$ cat src/rtl/ccoq_pkg.sv
// ----------------------------------------------------------------------------
// ccoq_pkg: shared types, constants and functions
// Request codes, table entry layout, quarter-wave sine table and saturation.
// ----------------------------------------------------------------------------
package ccoq_pkg;

    localparam int ENTRIES = 64;
    localparam int IDX_W   = (ENTRIES > 1) ? $clog2(ENTRIES) : 1;
    localparam int KEY_W   = 16 + IDX_W;
    localparam int QDEPTH  = 2;
    localparam logic [15:0] NO_ENTITY_ID = 16'd0;

    localparam logic [2:0] REQ_LOAD    = 3'd0;
    localparam logic [2:0] REQ_SOLID   = 3'd1;
    localparam logic [2:0] REQ_LISTC   = 3'd2;
    localparam logic [2:0] REQ_LISTT   = 3'd3;
    localparam logic [2:0] REQ_RESOLVE = 3'd4;

    localparam logic [1:0] MK_FULL  = 2'd0;
    localparam logic [1:0] MK_XONLY = 2'd1;
    localparam logic [1:0] MK_ZONLY = 2'd2;
    localparam logic [1:0] MK_STOP  = 2'd3;

    localparam logic [3:0] LOAD_LAST = 4'd8;

    typedef enum logic [2:0] {
        OP_LOAD, OP_SOLID, OP_LISTC, OP_LISTT, OP_RESOLVE
    } t_op;

    typedef enum logic [1:0] {
        ST_IDLE, ST_LOAD, ST_SCAN, ST_EMIT
    } t_state;

    typedef struct packed {
        t_op                op;
        logic [5:0]         slot;
        logic [15:0]        eid;
        logic [1:0]         flags;
        logic signed [31:0] ax;
        logic signed [31:0] az;
        logic signed [31:0] bx;
        logic signed [31:0] bz;
        logic signed [31:0] sx;
        logic signed [31:0] sz;
        logic signed [31:0] radius;
        logic [15:0]        yaw;
    } t_req;

    typedef struct packed {
        logic               hit;
        logic [15:0]        hit_id;
        logic signed [31:0] out_x;
        logic signed [31:0] out_z;
        logic [1:0]         move_kind;
        logic               last;
    } t_res;

    typedef struct packed {
        logic [15:0]        id;
        logic [1:0]         flags;
        logic signed [31:0] cx;
        logic signed [31:0] cz;
        logic signed [31:0] rad;
    } t_entry;

    localparam int ENTRY_W = $bits(t_entry);

    localparam logic [16:0] QW [17] = '{
        17'd0, 17'd6424, 17'd12785, 17'd19024, 17'd25080, 17'd30893, 17'd36410,
        17'd41576, 17'd46341, 17'd50660, 17'd54491, 17'd57798, 17'd60547,
        17'd62714, 17'd64277, 17'd65220, 17'd65536
    };

    localparam logic signed [51:0] S_MAX = 52'sd2147483647;
    localparam logic signed [51:0] S_MIN = -52'sd2147483648;

    function automatic logic [16:0] quarter_sin(input logic [14:0] p);
        logic [4:0]  i;
        logic [9:0]  f;
        logic [12:0] d;
        logic [23:0] t;
        i = p[14:10];
        f = p[9:0];
        if (i[4]) begin
            return QW[16];
        end
        d = 13'(QW[i + 5'd1] - QW[i]);
        t = 24'(d * f) + 24'd512;
        return QW[i] + 17'(t[23:10]);
    endfunction

    function automatic logic signed [17:0] full_sin(input logic [15:0] a);
        logic [14:0] arg;
        logic [16:0] v;
        arg = a[14] ? 15'(15'd16384 - {1'b0, a[13:0]}) : {1'b0, a[13:0]};
        v = quarter_sin(arg);
        return a[15] ? -$signed({1'b0, v}) : $signed({1'b0, v});
    endfunction

    function automatic logic signed [31:0] sat32(input logic signed [51:0] v);
        if (v > S_MAX) begin
            return 32'sh7FFF_FFFF;
        end
        if (v < S_MIN) begin
            return 32'sh8000_0000;
        end
        return v[31:0];
    endfunction

endpackage

$ cat src/rtl/ccoq_front.sv
// ----------------------------------------------------------------------------
// ccoq_front: request intake and decode
// Accepts requests, drops unused codes, queues decoded requests for the back end.
// ----------------------------------------------------------------------------
module ccoq_front (
    input  logic               i_clk,
    input  logic               i_rst_n,
    input  logic               i_push,
    input  logic [2:0]         i_req_type,
    input  logic [5:0]         i_slot,
    input  logic [15:0]        i_entity_id,
    input  logic [1:0]         i_flags,
    input  logic signed [31:0] i_coord_a_x,
    input  logic signed [31:0] i_coord_a_z,
    input  logic signed [31:0] i_coord_b_x,
    input  logic signed [31:0] i_coord_b_z,
    input  logic signed [31:0] i_scale_x,
    input  logic signed [31:0] i_scale_z,
    input  logic signed [31:0] i_radius,
    input  logic [15:0]        i_yaw_angle,
    output logic               o_full,
    output logic               o_req_valid,
    output ccoq_pkg::t_req     o_req,
    input  logic               i_req_ready
);
    localparam int QAW = (ccoq_pkg::QDEPTH > 1) ? $clog2(ccoq_pkg::QDEPTH) : 1;

    ccoq_pkg::t_req r_q [ccoq_pkg::QDEPTH];
    logic [QAW-1:0] r_wp, r_rp;
    logic [QAW:0]   r_cnt;
    ccoq_pkg::t_req w_dec;
    logic           w_code_ok, w_wr, w_rd;

    always_comb begin
        w_code_ok = 1'b1;
        w_dec.op  = ccoq_pkg::OP_LOAD;
        unique case (i_req_type)
            ccoq_pkg::REQ_LOAD:    w_dec.op = ccoq_pkg::OP_LOAD;
            ccoq_pkg::REQ_SOLID:   w_dec.op = ccoq_pkg::OP_SOLID;
            ccoq_pkg::REQ_LISTC:   w_dec.op = ccoq_pkg::OP_LISTC;
            ccoq_pkg::REQ_LISTT:   w_dec.op = ccoq_pkg::OP_LISTT;
            ccoq_pkg::REQ_RESOLVE: w_dec.op = ccoq_pkg::OP_RESOLVE;
            default:               w_code_ok = 1'b0;
        endcase
        w_dec.slot   = i_slot;
        w_dec.eid    = i_entity_id;
        w_dec.flags  = i_flags;
        w_dec.ax     = i_coord_a_x;
        w_dec.az     = i_coord_a_z;
        w_dec.bx     = i_coord_b_x;
        w_dec.bz     = i_coord_b_z;
        w_dec.sx     = i_scale_x;
        w_dec.sz     = i_scale_z;
        w_dec.radius = i_radius;
        w_dec.yaw    = i_yaw_angle;
    end

    assign o_full      = (r_cnt == (QAW+1)'(ccoq_pkg::QDEPTH));
    assign o_req_valid = (r_cnt != '0);
    assign o_req       = r_q[r_rp];
    assign w_wr        = i_push && !o_full && w_code_ok;
    assign w_rd        = o_req_valid && i_req_ready;

    always_ff @(posedge i_clk) begin
        if (!i_rst_n) begin
            r_wp  <= '0;
            r_rp  <= '0;
            r_cnt <= '0;
        end else begin
            if (w_wr) begin
                r_wp <= (r_wp == QAW'(ccoq_pkg::QDEPTH - 1)) ? '0 : r_wp + 1'b1;
            end
            if (w_rd) begin
                r_rp <= (r_rp == QAW'(ccoq_pkg::QDEPTH - 1)) ? '0 : r_rp + 1'b1;
            end
            r_cnt <= r_cnt + (QAW+1)'(w_wr) - (QAW+1)'(w_rd);
        end
    end

    always_ff @(posedge i_clk) begin
        if (w_wr) begin
            r_q[r_wp] <= w_dec;
        end
    end
endmodule

$ cat config.mk
export PLATFORM = sky130hd
export DESIGN_NAME = ccoq_front
export DESIGN_NICKNAME = d
export VERILOG_FILES = /design/src/rtl/ccoq_pkg.sv /design/src/rtl/ccoq_front.sv
export SDC_FILE = /design/constraint.sdc
export NUM_CORES = 1
export LEC_CHECK = 0
export BUFFER_PORTS_ARGS = -buffer_cell sky130_fd_sc_hd__buf_2
export CELL_PAD_IN_SITES_DETAIL_PLACEMENT = 0
export CELL_PAD_IN_SITES_GLOBAL_PLACEMENT = 1
export CORE_MARGIN = 2
export CORE_UTILIZATION = 28
export CTS_CLUSTER_DIAMETER = 30
export CTS_CLUSTER_SIZE = 40
export DETAILED_ROUTE_END_ITERATION = 6
export PLACE_DENSITY_LB_ADDON = 0.1
export SYNTH_ARGS = -nofsm -noshare
export SYNTH_HDL_FRONTEND = slang
export SYNTH_SLANG_ARGS = --single-unit
export TNS_END_PERCENT = 30
$ cat constraint.sdc
create_clock -name i_clk -period 39.7 [get_ports i_clk]
set_input_delay 3.97 -clock i_clk [delete_from_list [all_inputs] [get_ports i_clk]]
set_output_delay 3.97 -clock i_clk [all_outputs]
set_load 0.03 [all_outputs]
* Word-level counts from Yosys, hierarchy flattened
Memories as Yosys holds them, arrays and structs flattened. A register that Yosys moved wholly into a read port is not among the register bits.
Cells that the tools add are included.
** Storage, ports and cells
- Logic and storage cells :: 28
- Input port bits :: 271
- Memory bits (read-only) :: 0
- Output and inout bits :: 269
- Flip-flop bits (word level) :: 4
- Bits in latches :: 0
- Memories :: 1
- Memory bits (writable) :: 534
** Cells by class
- Add/sub/neg operators :: 4
- Shift-type cells :: 0
- Eq/ne operators :: 5
- Divide/modulo/power cells :: 0
- Bitwise logic cells :: 0
- $lt $le $gt $ge :: 0
- Muxes and demuxes :: 8
- Multipliers :: 0
- Reduce and logical (&&, ||, !) cells :: 7
** Memory list
- r_q :: words 2, width 267, rd ports 1, clocked after memory_dff 1, write ports 1, line ccoq_front.sv:28 : ccoq_pkg::t_req r_q [ccoq_pkg::QDEPTH];
** Operators with widths (number)
- one-hot mux 3 bit (4 select lines) :: 1
- 2-to-1 mux 1 bit :: 7
- equality test 3 x 2 -> 1 bit, second input constant :: 2
- OR reduction 5 bit :: 1
- equality test 3 x 1 -> 1 bit, second input constant :: 1
- equality test 3 bit, second input constant :: 1
- logical AND 1 bit :: 3
- logical NOT 3 bit :: 1
- adder 1 bit, second input constant :: 2
- adder 2 x 1 -> 2 bit :: 1
- equality test 2 bit, second input constant :: 1
- nonzero test 2 bit :: 1
- subtractor 2 x 1 -> 2 bit :: 1
- logical NOT 1 bit :: 1

* Logic depth before layout (Yosys ltp)
- Word-level depth :: 6
- Gate-level depth with buffers :: 8
- Depth with buffers taken out :: 8

* Least setup slack after synthesis
Ideal clock, no wire load.
- Path kind :: input -> register
- Start point :: input i_req_type[1]
- End point :: memory r_q[0][0] in the netlist's numbering (enable)
- Cell stages on the path :: 3
- Buffers on the path :: 0
- Required time :: 38.799 ns
- Path slack :: 23.436 ns
- Setup time :: 0.901 ns
- Arrival :: 15.362 ns
- Cells stage by stage :: o21ai_0 nand3b_1 nor2_1
** Between the ends
- Word-level cells in the longest chain between the ends :: 6
- Elaborated cells on any way between the ends :: 10
- Classes of those cells :: 4 x eq/ne; 3 x mux; 3 x reduce/logical
** RTL lines
- start: declaration :: line ccoq_front.sv:9 : input logic [2:0] i_req_type,
- equality test 3 bit, or another cell as far along :: line ccoq_front.sv:37 : unique case (i_req_type)
- OR reduction 5 bit (no source line) (*)
- 2-to-1 mux 1 bit (*) :: line ccoq_front.sv:37
- logical AND 1 bit (*) :: line ccoq_front.sv:61 : assign w_wr = i_push && !o_full && w_code_ok;
- 2-to-1 mux 1 bit (*) :: line ccoq_front.sv:81 : if (w_wr) begin
- 2-to-1 mux 1 bit (implied by the code) (*) :: line ccoq_front.sv:82 : r_q[r_wp] <= w_dec;
- end: declaration :: line ccoq_front.sv:28
Every way passes the cells marked *; elsewhere a longest branch is shown, timed or not.

==> summary.md <==
| Metric | Value |
|---|---|
| CP endpoint | o_req[254] |
| Count of warnings emitted by yosys | 0 |
| Clk slew on worst S/H paths | 0.04 ns |
| Drc violations | 0 |
| Kind of critical path | reg -> out |
| Arrival time worst endpoint | between 4 and 5 ns |
| Crit path max fanout | 57 |
| Post-cts sizing count | 0 |
| XOR/XNOR Fraction of Synth Area | 0.000855 |
| Tot GR Track Use | 0.131 |
| Clock H-tree levels | 4 |
| Final Skew | 0.0206 ns |
| Hold Path Class | reg -> reg |
| Main combinational cell family by area after synthesis | multiplexers |
| Synth Net Count | between 1000 and 1500 |
| Share of cells above drive strength 1 | 0.618 |
| Crit. End Element | output pin |
| Die Ht | approximately 270 um |
| Post-synth ARST share | 0 |
| F_max | 125 MHz |
| Reg2reg setup slack | approximately 36 ns |
| Status | complete, no violations |
| Startpoint types | register |
| Core area | 0.0727 mm^2 |
| Initial Util | 0.282 |
| First-pass GRT wire length | 71.2 mm |
| Unrepaired setup endpoints after global routing | no |
| Synthesized area per cell | around 24 um^2 |
| Chip width | 274 um |
| Post-route setup TNS | 0 ns |
| Final core occ | 0.392 |
| Post-synthesis simple-gate area fraction | 0.00409 |
| Fin crit period | between 8 and 9 ns |
| Initial antenna violation count | 20 |
| Power density over the cells | about 80 mW/mm^2 |
| Wirelength per Cell | slightly below 20 um |
| Remaining antenna violation count | 0 |
| Clk sinks | 539 |
| Ranking of synthesized cells by area | edfxtp_1 78%, mux2_4 17%, mux2_2 2.0%, buf_6 1.5%, dfxtp_1 0.49% |
| Mux share of post-synthesis cell area | 0.189 |
| Synth cell count leaders | 534 x edfxtp_1, 230 x mux2_4, 37 x mux2_2, 27 x buf_6 |
| Max-slew headroom | 0.147 |
| Hold_sp | r_wp |
| Yosys top cell by area | edfxtp_1 |
| Final Hold Vio Count | 0 |
| Post-Synth Adder-Cell Area | 0.00122 |
| Top FF cell, synth | edfxtp_1 |
| Reg-to-Reg Start | r_cnt[1] |
| Maxcap violations | 0 |
| Worst Path Required | 35.73 ns |
| Number of global-route vias before repair | about 11000 |
| # setup viols final | 0 |
| Worst-margin pin slew | around 1.3 ns |
| Num rows | 99 |
| Via/cell ratio | a little over 4 |
| Post-synthesis compound-gate area fraction | 0.000611 |
| Clk_lat worst skew | 0.68 ns |
| TritonCTS clock tree | done |
| EDFF count, synth | 534 |
| Hold buffers post-CTS | 0 |
| Netlist cell types | 21 |
| Top cell type's share of synthesized area | 0.783 |
| Layout net count | ~1800 |
| Fin crit share | 0.202 |
| Largest net degree at the start of global routing | 150 |
| Fillers | approximately 7000 |
| Post-CTS Setup Bufs | 0 |
| Gate Count Post-Synth | 862 |
| Port bufs | ~540 |
| Sequential-to-total area share from yosys stat | 0.788 |
| # IOs | 540 |
| Reg-to-Reg End | r_q[0][135] |
| Clock root buffer | clkbuf_16 |
| Static leakage | about 11 nW |
| R2R cell count | 6 |
| CTS Buf Count | 137 |
| Starting DRC count in detailed routing | between 400 and 500 |
| #FFs+latches synth | about 540 |
| Max Slew Vio Count | 0 |
| Grt total ovfl | 0 |
| Dpl hpwl | between 30 and 40 mm |
| Via count | around 11000 |
| Routability cong. | 0.690 |
| Routed WL | just over 50 mm |
| Synth-to-layout area growth | 39.2% |
| Post-Syn Area | 0.0205 mm^2 |
| Die Footprint | ~0.075 mm^2 |
| Max rail drop VDD | 0.0000425 V |
| Most common cell in the netlist | edfxtp_1 |
| Deepest clock path buffer count | 3 |
| First drt pass iteration count | 4 |
==> area by class of cell <==
cell class | instances | area (um^2) | area share
clock buffer | 164 | 3550 | 0.125
tap | 959 | 1200 | 0.0421
clock inverter | 80 | 751 | 0.0263
antenna | 6 | 15.0 | 0.000527
multi-input combinational | 290 | 4030 | 0.142
inverter | 3 | 11.3 | 0.000395
sequential | 539 | 16100 | 0.566
timing repair buffer | 550 | 2810 | 0.0984
==> stage by stage <==
step	power, mW	std cells	worst slack (ns)	instance area, um^2	hold slack [ns]
finish	2.27	2591	31.69	28500	0.508
global route	2.37	2585	31.44	28500	0.538
CTS	2.32	2585	31.54	28500	0.512
detailed placement	1.29	2341	32.02	24200	0.506
global placement	1.29	2341	31.99	24200	0.496
floorplan	1.16	862	23.44	20500	0.451
==> sequential cells by signal (all words and copies together) (netlist names), named ones only <==
signal,count
r_q,534
r_rp,1
r_wp,1
r_cnt,2
==> cell families after synthesis <==
kind of cell / Yosys count
flops: 539
compound gates: 2
fa+ha+maj: 2
xor+xnor: 2
mux: 268
simple gates: 16
buf+inv: 33
==> power breakdown <==
group          switching [mW]  internal (mW)  leakage (nW)  total [mW]
registers              0.0193          0.697          4.96       0.716
logic                   0.339          0.208          4.05       0.547
clock network           0.330          0.680          2.10        1.01
total                   0.689           1.59          11.1        2.27
==> worst max-delay path, cell delays in order, from the launching register on <==
cell and delay (ns):
dfxtp_4 0.77, buf_4 0.84, buf_4 0.98, mux2_4 0.37, buf_2 0.18
==> worst min path at each step <==
| stage | endpoint | slack, ns | cells past startpoint |
|---|---|---|---|
| finish | r_wp | 0.51 | 2 |
| CTS | r_wp | 0.51 | 2 |
| detailed placement | r_wp | 0.51 | 2 |
| global placement | r_wp | 0.50 | 2 |
| floorplan | r_wp | 0.45 | 2 |
| global route | register | 0.54 | 2 |
==> placed cells by master (no fill, tap or decap), drive strengths merged <==
master | synthesis | layout
clkinvlp | 0 | 2
and2 | 2 | 2
bufinv | 0 | 7
nor3b | 1 | 1
nand2 | 2 | 2
xor2 | 1 | 1
o21a | 1 | 1
inv | 3 | 12
dfxtp | 5 | 5
nand3b | 1 | 1
buf | 30 | 550
or2 | 1 | 1
xnor2 | 1 | 1
ha | 2 | 2
mux2i | 1 | 1
nor2 | 5 | 5
diode | 0 | 6
mux2 | 267 | 267
clkbuf | 0 | 164
nor3 | 1 | 1
nor2b | 3 | 3
o21ai | 1 | 1
edfxtp | 534 | 534
clkinv | 0 | 62
==> routing by layer <==
layer | up-vias | track usage | part of all wire
met2 | 410 | 0.214 | 0.49
li1 | 4827 | - | -
met1 | 5197 | 0.139 | 0.37
met3 | 112 | 0.0746 | 0.11
met4 | 32 | 0.0528 | 0.021
met5 | - | 0 | 0.0036
Note: power is estimated with default switching activity, not from simulation.
